===== src/rtl/core/obrb_pkg.sv =====
// shared types and constants of the overwriting byte ring buffer
`default_nettype none
package obrb_pkg;

  localparam int DEPTH_DEF    = 256;
  localparam int MAX_READ_DEF = 32;

  // width of the saturated read length and of the remaining-byte counter
  localparam int RLW = 7;

  typedef struct packed {
    logic       req_type;
    logic [7:0] write_byte;
    logic [5:0] read_length;
  } in_item_t;

  typedef struct packed {
    logic [7:0] read_byte;
    logic       last;
    logic       no_data;
    logic [8:0] fill_level;
  } out_item_t;

  localparam logic REQ_WRITE = 1'b0;
  localparam logic REQ_READ  = 1'b1;

  // controller to datapath
  typedef struct packed {
    logic wr;        // store a byte
    logic rd_start;  // first byte of a read, load the counter
    logic rd_next;   // following byte of a read
    logic capture;   // load the output register from ram data
    logic empty;     // load the output register with a no-data result
  } cmd_t;

  // datapath to controller
  typedef struct packed {
    logic n_zero;    // the request at the input would return nothing
    logic out_last;  // the held result closes its read
  } status_t;

endpackage
`default_nettype wire


===== src/rtl/core/obrb_ram.sv =====
// generic single-port-write, registered-read ram
`default_nettype none
module obrb_ram #(
  parameter int WIDTH = 8,
  parameter int DEPTH = 256
) (
  input  wire logic                     clk,
  input  wire logic                     we,
  input  wire logic [$clog2(DEPTH)-1:0] waddr,
  input  wire logic [WIDTH-1:0]         wdata,
  input  wire logic                     re,
  input  wire logic [$clog2(DEPTH)-1:0] raddr,
  output      logic [WIDTH-1:0]         rdata
);

  logic [WIDTH-1:0] mem [DEPTH];

  always_ff @(posedge clk) begin
    if (we) begin
      mem[waddr] <= wdata;
    end
    if (re) begin
      rdata <= mem[raddr];
    end
  end

endmodule
`default_nettype wire


===== src/rtl/core/obrb_ctrl.sv =====
// controller state machine of the overwriting byte ring buffer
`default_nettype none
module obrb_ctrl import obrb_pkg::*; (
  input  wire logic    clk,
  input  wire logic    rst_n,
  input  wire logic    in_valid,
  input  wire logic    req_type,
  output      logic    in_ready,
  output      logic    out_valid,
  input  wire logic    out_ready,
  input  wire status_t status,
  output      cmd_t    cmd
);

  typedef enum logic [2:0] {
    S_IDLE  = 3'b001,
    S_FETCH = 3'b010,
    S_OUT   = 3'b100
  } state_t;

  state_t state_r, state_nxt;
  logic   in_acc, out_acc, is_read;

  assign in_ready  = (state_r == S_IDLE);
  assign out_valid = (state_r == S_OUT);
  assign in_acc    = in_valid & in_ready;
  assign out_acc   = out_valid & out_ready;
  assign is_read   = (req_type == REQ_READ);

  always_comb begin
    cmd.wr       = in_acc & ~is_read;
    cmd.rd_start = in_acc & is_read & ~status.n_zero;
    cmd.empty    = in_acc & is_read & status.n_zero;
    cmd.capture  = (state_r == S_FETCH);
    cmd.rd_next  = out_acc & ~status.out_last;
  end

  always_comb begin
    state_nxt = state_r;
    unique case (state_r)
      S_IDLE: begin
        if (in_acc && is_read) begin
          state_nxt = status.n_zero ? S_OUT : S_FETCH;
        end
      end
      S_FETCH: state_nxt = S_OUT;
      S_OUT: begin
        if (out_acc) begin
          state_nxt = status.out_last ? S_IDLE : S_FETCH;
        end
      end
      default: state_nxt = S_IDLE;
    endcase
  end

  always_ff @(posedge clk) begin
    if (!rst_n) begin
      state_r <= S_IDLE;
    end else begin
      state_r <= state_nxt;
    end
  end

endmodule
`default_nettype wire


===== src/rtl/core/obrb_dp.sv =====
// datapath: pointers, fill count, byte store and output register
`default_nettype none
module obrb_dp import obrb_pkg::*; #(
  parameter int DEPTH    = DEPTH_DEF,
  parameter int MAX_READ = MAX_READ_DEF
) (
  input  wire logic      clk,
  input  wire logic      rst_n,
  input  wire in_item_t  in_data,
  input  wire cmd_t      cmd,
  output      status_t   status,
  output      out_item_t out_data
);

  localparam int AW = $clog2(DEPTH);
  localparam int FW = $clog2(DEPTH + 1);
  localparam int CW = (FW > RLW) ? FW : RLW;
  localparam logic [AW-1:0]  LastIdx = AW'(DEPTH - 1);
  localparam logic [FW-1:0]  Full    = FW'(DEPTH);
  localparam logic [RLW-1:0] MaxRd   = RLW'(MAX_READ);

  logic [AW-1:0]  wr_ptr_r, wr_ptr_nxt, rd_ptr_r, rd_ptr_nxt;
  logic [FW-1:0]  fill_r, fill_nxt;
  logic [RLW-1:0] rem_r, rem_nxt;
  logic [RLW-1:0] want, n_bytes;
  logic [CW-1:0]  want_c, fill_c;
  logic [FW+8:0]  fill_ext;
  logic [7:0]     ram_q;
  logic           rd_issue, is_full;
  out_item_t      out_r;

  // read length saturated, then limited by the fill count
  always_comb begin
    want    = ({1'b0, in_data.read_length} > MaxRd) ? MaxRd : {1'b0, in_data.read_length};
    want_c  = CW'(want);
    fill_c  = CW'(fill_r);
    n_bytes = (want_c < fill_c) ? want : RLW'(fill_c);
  end

  assign rd_issue = cmd.rd_start | cmd.rd_next;
  assign is_full  = (fill_r == Full);
  assign fill_ext = {9'd0, fill_r};

  always_comb begin
    wr_ptr_nxt = wr_ptr_r;
    rd_ptr_nxt = rd_ptr_r;
    fill_nxt   = fill_r;
    rem_nxt    = rem_r;
    if (cmd.wr) begin
      wr_ptr_nxt = (wr_ptr_r == LastIdx) ? '0 : wr_ptr_r + 1'b1;
      if (is_full) begin
        rd_ptr_nxt = (rd_ptr_r == LastIdx) ? '0 : rd_ptr_r + 1'b1;
      end else begin
        fill_nxt = fill_r + 1'b1;
      end
    end
    if (rd_issue) begin
      rd_ptr_nxt = (rd_ptr_r == LastIdx) ? '0 : rd_ptr_r + 1'b1;
      fill_nxt   = fill_r - 1'b1;
      rem_nxt    = cmd.rd_start ? n_bytes - 1'b1 : rem_r - 1'b1;
    end
  end

  always_ff @(posedge clk) begin
    if (!rst_n) begin
      wr_ptr_r <= '0;
      rd_ptr_r <= '0;
      fill_r   <= '0;
      rem_r    <= '0;
    end else begin
      wr_ptr_r <= wr_ptr_nxt;
      rd_ptr_r <= rd_ptr_nxt;
      fill_r   <= fill_nxt;
      rem_r    <= rem_nxt;
    end
  end

  obrb_ram #(
    .WIDTH (8),
    .DEPTH (DEPTH)
  ) u_ram (
    .clk   (clk),
    .we    (cmd.wr),
    .waddr (wr_ptr_r),
    .wdata (in_data.write_byte),
    .re    (rd_issue),
    .raddr (rd_ptr_r),
    .rdata (ram_q)
  );

  // result register; on a capture the fill already reflects the byte just removed
  always_ff @(posedge clk) begin
    if (cmd.capture) begin
      out_r.read_byte  <= ram_q;
      out_r.last       <= (rem_r == '0);
      out_r.no_data    <= 1'b0;
      out_r.fill_level <= fill_ext[8:0];
    end else if (cmd.empty) begin
      out_r.read_byte  <= 8'd0;
      out_r.last       <= 1'b1;
      out_r.no_data    <= 1'b1;
      out_r.fill_level <= fill_ext[8:0];
    end
  end

  assign out_data        = out_r;
  assign status.n_zero   = (n_bytes == '0);
  assign status.out_last = out_r.last;

endmodule
`default_nettype wire


===== src/rtl/core/overwriting_byte_ring_buffer.sv =====
// top level of the overwriting byte ring buffer
`default_nettype none
// Byte FIFO in a circular ram of DEPTH entries that drops its oldest byte
// when written while full. A write transaction (req_type 0) gives no
// result. A read transaction (req_type 1) returns
// min(read_length, MAX_READ, fill) bytes oldest first, the final one marked
// last; when that count is zero it returns a single result with no_data and
// last set. Every result carries the fill level left after it, low 9 bits.
// The input is taken only between reads: a read holds in_ready low until
// its final byte is taken at the output, and each byte passes in turn
// through the ram's registered read and then the output register; an empty
// read holds it low until its single result is taken. The ram holds
// no reset contents and needs no clearing pass: only bytes covered by the
// fill count are ever read.
module overwriting_byte_ring_buffer import obrb_pkg::*; #(
  parameter int DEPTH    = DEPTH_DEF,
  parameter int MAX_READ = MAX_READ_DEF
) (
  input  wire logic      clk,
  input  wire logic      rst_n,
  input  wire logic      in_valid,
  output      logic      in_ready,
  input  wire in_item_t  in_data,
  output      logic      out_valid,
  input  wire logic      out_ready,
  output      out_item_t out_data
);

  // command and status between controller and datapath
  cmd_t    cmd;
  status_t status;

  // sequencing of write, fetch and result hand-off
  obrb_ctrl u_ctrl (
    .clk       (clk),
    .rst_n     (rst_n),
    .in_valid  (in_valid),
    .req_type  (in_data.req_type),
    .in_ready  (in_ready),
    .out_valid (out_valid),
    .out_ready (out_ready),
    .status    (status),
    .cmd       (cmd)
  );

  // pointers, fill count, byte ram and result register
  obrb_dp #(
    .DEPTH    (DEPTH),
    .MAX_READ (MAX_READ)
  ) u_dp (
    .clk      (clk),
    .rst_n    (rst_n),
    .in_data  (in_data),
    .cmd      (cmd),
    .status   (status),
    .out_data (out_data)
  );

endmodule
`default_nettype wire


===== config.mk =====
export PLATFORM = sky130hd
export DESIGN_NAME = overwriting_byte_ring_buffer
export DESIGN_NICKNAME = d
export VERILOG_FILES = /design/src/rtl/core/obrb_pkg.sv /design/src/rtl/core/obrb_ram.sv /design/src/rtl/core/obrb_ctrl.sv /design/src/rtl/core/obrb_dp.sv /design/src/rtl/core/overwriting_byte_ring_buffer.sv
export SDC_FILE = /design/constraint.sdc
export NUM_CORES = 2
export LEC_CHECK = 0
export BUFFER_PORTS_ARGS = -buffer_cell sky130_fd_sc_hd__clkbuf_2
export CAP_MARGIN = 15
export CORE_ASPECT_RATIO = 1.75
export CORE_MARGIN = 2
export CORE_UTILIZATION = 59
export CTS_BUF_LIST = sky130_fd_sc_hd__clkbuf_16
export CTS_CLUSTER_SIZE = 14
export DETAILED_ROUTE_END_ITERATION = 12
export PLACE_DENSITY = 0.75
export SYNTH_ARGS = -nofsm -noshare
export SYNTH_HDL_FRONTEND = slang
export SYNTH_SLANG_ARGS = --single-unit
export TNS_END_PERCENT = 20

===== constraint.sdc =====
create_clock -name clk -period 11.26 [get_ports clk]
set_input_delay 0.563 -clock clk [delete_from_list [all_inputs] [get_ports clk]]
set_output_delay 0.563 -clock clk [all_outputs]
set_load 0.005 [all_outputs]

==> metrics.md <==
| Metric | Value |
|---|---|
| Overall power | `15.62 mW` |
| Worst vdd ir | `0.1545 mV` |
| Most common cell after layout, fill and taps aside | `edfxtp_1` |
| Fin Hold WS | `0.1030 ns` |
| Sequential share of the synthesized area | `77.31%` |
| Async set-reset flop share out of synthesis | `0%` |
| Total congestion overflow | `0` |
| Fmax | `199.5 MHz` |
| Flops & latches, synth | `2,110` |
| Fillers | `8,768` |
| Pin count of the biggest net entering global routing | `158` |
| Vias | `39,303` |
| Routed WL per cell | `32.27 µm` |
| GPL Wtd Cong | `0.8975` |
| Commonest cells after routing, fill and taps aside | `2,074 x edfxtp_1, 512 x mux4_2, 314 x nor2_1, 177 x clkbuf_16, 132 x a22oi_1` |
| Clock Path Buffers | `3` |
| Starting Density | `59.32%` |
| CP startpoint | `u_dp.rd_ptr_r[1]$_SDFFE_PN0P_` |
| Worst EP required | `11.77 ns` |
| Final setup fails | `0` |
| HP Class | `input port to flip-flop` |
| Post-synth top flop | `edfxtp_1` |
| Clock slew at reported path FFs | `0.07 ns` |
| CP Capture Type | `flip-flop` |
| Die area | `141,200 µm²` |
| Setup TNS Final | `0 ns` |
| DRC viols | `0` |
| R2R Path End | `u_dp.u_ram.rdata[1]$_DFFE_PN_` |
| Measured slew at the worst slew-check pin | `1.236 ns` |
| Post-CTS sizing | `0` |
| Crit path max fanout | `53` |
| Max-Cap Viols | `0` |
| Placed Area | `83,580 µm²` |
| TritonRoute pass-1 iters | `6` |
| Synth unique cells | `59` |
| H-tree depth | `4` |
| Mapped Area | `81,490 µm²` |
| Clock sink total | `2,110` |
| Site Rows | `180` |
| Total power per unit cell area | `176.6 nW/µm²` |
| Vias in the first global route | `40,363` |
| Final WL | `186.6 mm` |
| Minimum clock period after layout | `5.012 ns` |
| First DRT Iteration DRCs | `4,571` |
| Cts-stage hold buffer count | `0` |
| Core area | `137,400 µm²` |
| Post-Synthesis Cells | `3,849` |
| CTS tree | `done` |
| RSZ-0062 raised after global routing | `no` |
| First-pass GRT wire length | `272.6 mm` |
| Clock root buffer | `clkbuf_16` |
| Worst path arrival time | `5.52 ns` |
| Critical setup path kind | `flip-flop to flip-flop` |
| CP startpoint kind | `flip-flop` |
| Gr usage total | `26.79%` |
| Reg2reg start | `u_dp.rd_ptr_r[1]$_SDFFE_PN0P_` |
| Worst Reg-to-Reg Cells | `8` |
| Post-route cell area | `88,450 µm²` |
| Clock skew | `0.02399 ns` |
| Warnings from Yosys | `0` |
| Leakage power | `26.58 nW` |
| Share of cells above drive strength 1 | `21.18%` |
| Vias/cell | `6.797` |
| Total CTS buffers | `174` |
| Status | `completed` |
| EDFF count, synth | `2,074` |
| Initial antenna violation count | `1` |
| Critical Path Sink | `u_dp.u_ram.rdata[1]$_DFFE_PN_` |
| Final hold vios | `0` |
| Worst skew pair latency | `0.81 ns` |
| Postcts setup bufs | `0` |
| Post-synth net total | `3,888` |
| Tcrit/Tclk final | `44.51%` |
| Die Height | `495.6 µm` |
| Post-DP HPWL | `111.5 mm` |
| Layout Cells excl Fill | `5,782` |
| Slew headroom | `17.47%` |
| Reg2Reg Setup Slack | `6.25 ns` |
| IO buf count | `39` |
| Placed insts | `5,521` |
| Die Width | `284.9 µm` |
| Area delta synth->final | `8.549%` |
| Syn avg cell area | `21.17 µm²` |
| ANT nets after route | `0` |
| Final Max Slew Viols | `0` |
| Worst Hold Depth | `3` |
| Ports | `40` |
| Final nets | `3,916` |
[how the worst min path moves through the flow]
stage	start	end	slack (ns)
2_1_floorplan	u_dp.out_data[9]$_SDFFE_PP0P_	u_dp.out_data[9]$_SDFFE_PP0P_	0.46
3_3_place_gp	u_dp.wr_ptr_r[3]$_SDFFE_PN0P_	u_dp.wr_ptr_r[3]$_SDFFE_PN0P_	0.48
3_5_place_dp	u_dp.wr_ptr_r[3]$_SDFFE_PN0P_	u_dp.wr_ptr_r[3]$_SDFFE_PN0P_	0.49
4_1_cts	out_ready	u_ctrl.state_r[2]$_SDFFE_PN0P_	0.05
5_1_grt	out_ready	u_ctrl.state_r[2]$_SDFFE_PN0P_	0.10
6_report	out_ready	u_ctrl.state_r[2]$_SDFFE_PN0P_	0.10
[layer usage]
layer	track usage [%]	wire length, µm	up-vias	part of all wire (%)
li1	-	-	16146	-
met5	0	0	-	0
met1	31.75	62370	20681	33
met4	14.74	11390	0	6.1
met3	4.293	13220	472	7.1
met2	47.11	99640	2004	53
[cell type report]
| type | instances | area, µm² | share of cell area (%) |
|---|---|---|---|
| inverter | 17 | 63.81 | 0.07214 |
| multi-input combinational | 1484 | 17530 | 19.82 |
| clock inverter | 83 | 447.9 | 0.5064 |
| tap | 1820 | 2277 | 2.574 |
| antenna | 1 | 2.502 | 0.002829 |
| clock buffer | 177 | 4429 | 5.007 |
| timing repair buffer | 90 | 698.2 | 0.7893 |
| sequential | 2110 | 63010 | 71.23 |
[state kept, by name, summed over array words and instances (netlist names)]
name              count
u_dp.rd_ptr_r         8
u_dp.out_data        19
u_dp.wr_ptr_r         8
u_dp.fill_c           9
u_ctrl.state_r        3
u_dp.u_ram.mem     2048
u_dp.u_ram.rdata      8
u_dp.rem_r            7
[per-stage QoR]
stage          setup slack [ns]  utilization (%)
5_1_grt                   5.952            64.39
3_3_place_gp              6.134            60.83
4_1_cts                   6.334            64.38
3_5_place_dp              6.074            60.83
6_report                  6.248            64.39
2_1_floorplan             7.139                -
[report_power, final]
group	leakage [nW]	internal (mW)	switching, mW
clock	2.58	2.82	2.64
sequential	18.9	8.65	0.0451
combinational	5.05	0.665	0.803
[cells in the mapped netlist (3+ instances only)]
cell type,n,area share (%)
edfxtp_1,2074,76
mux4_2,512,14
nor2_1,316,1.5
clkbuf_1,155,0.71
a22oi_1,132,1.2
a21oi_1,91,0.56
a221oi_1,64,0.69
a22o_1,62,0.67
buf_2,48,0.29
nand2_1,37,0.17
dfxtp_1,36,0.88
nand3_1,30,0.18
o221ai_1,24,0.26
nor3_1,23,0.14
buf_1,22,0.10
ha_1,19,0.29
nor2b_1,18,0.14
inv_1,16,0.074
mux2i_1,15,0.18
o22ai_1,15,0.12
o21ai_0,13,0.080
and2_1,12,0.092
buf_4,12,0.11
xnor2_1,12,0.13
nand2b_1,9,0.069
a211oi_1,8,0.074
nand4_1,8,0.061
or3_1,8,0.061
or4_1,6,0.055
o31ai_1,5,0.046
or2_2,4,0.031
a211o_1,3,0.032
a21o_1,3,0.028
and3_1,3,0.023
xor2_1,3,0.032
[logic make-up after synthesis]
logic type	Yosys count	synth area share, %
buf+inv	255	1.313
flops	2110	77.31
fa+ha+maj	20	0.3163
compound gates	436	3.943
xor+xnor	15	0.1612
mux	530	14.38
simple gates	483	2.573
[worst max-delay path: stages, from the launching register on]
cell and delay, ns:
dfxtp_4 0.88, buf_4 0.73, buf_4 0.74, mux4_2 0.42
a22o_1 0.27, a221oi_1 0.74, o221ai_1 0.20, a22oi_1 0.44
o221ai_1 0.20
Power figures use the tool's default switching activity.
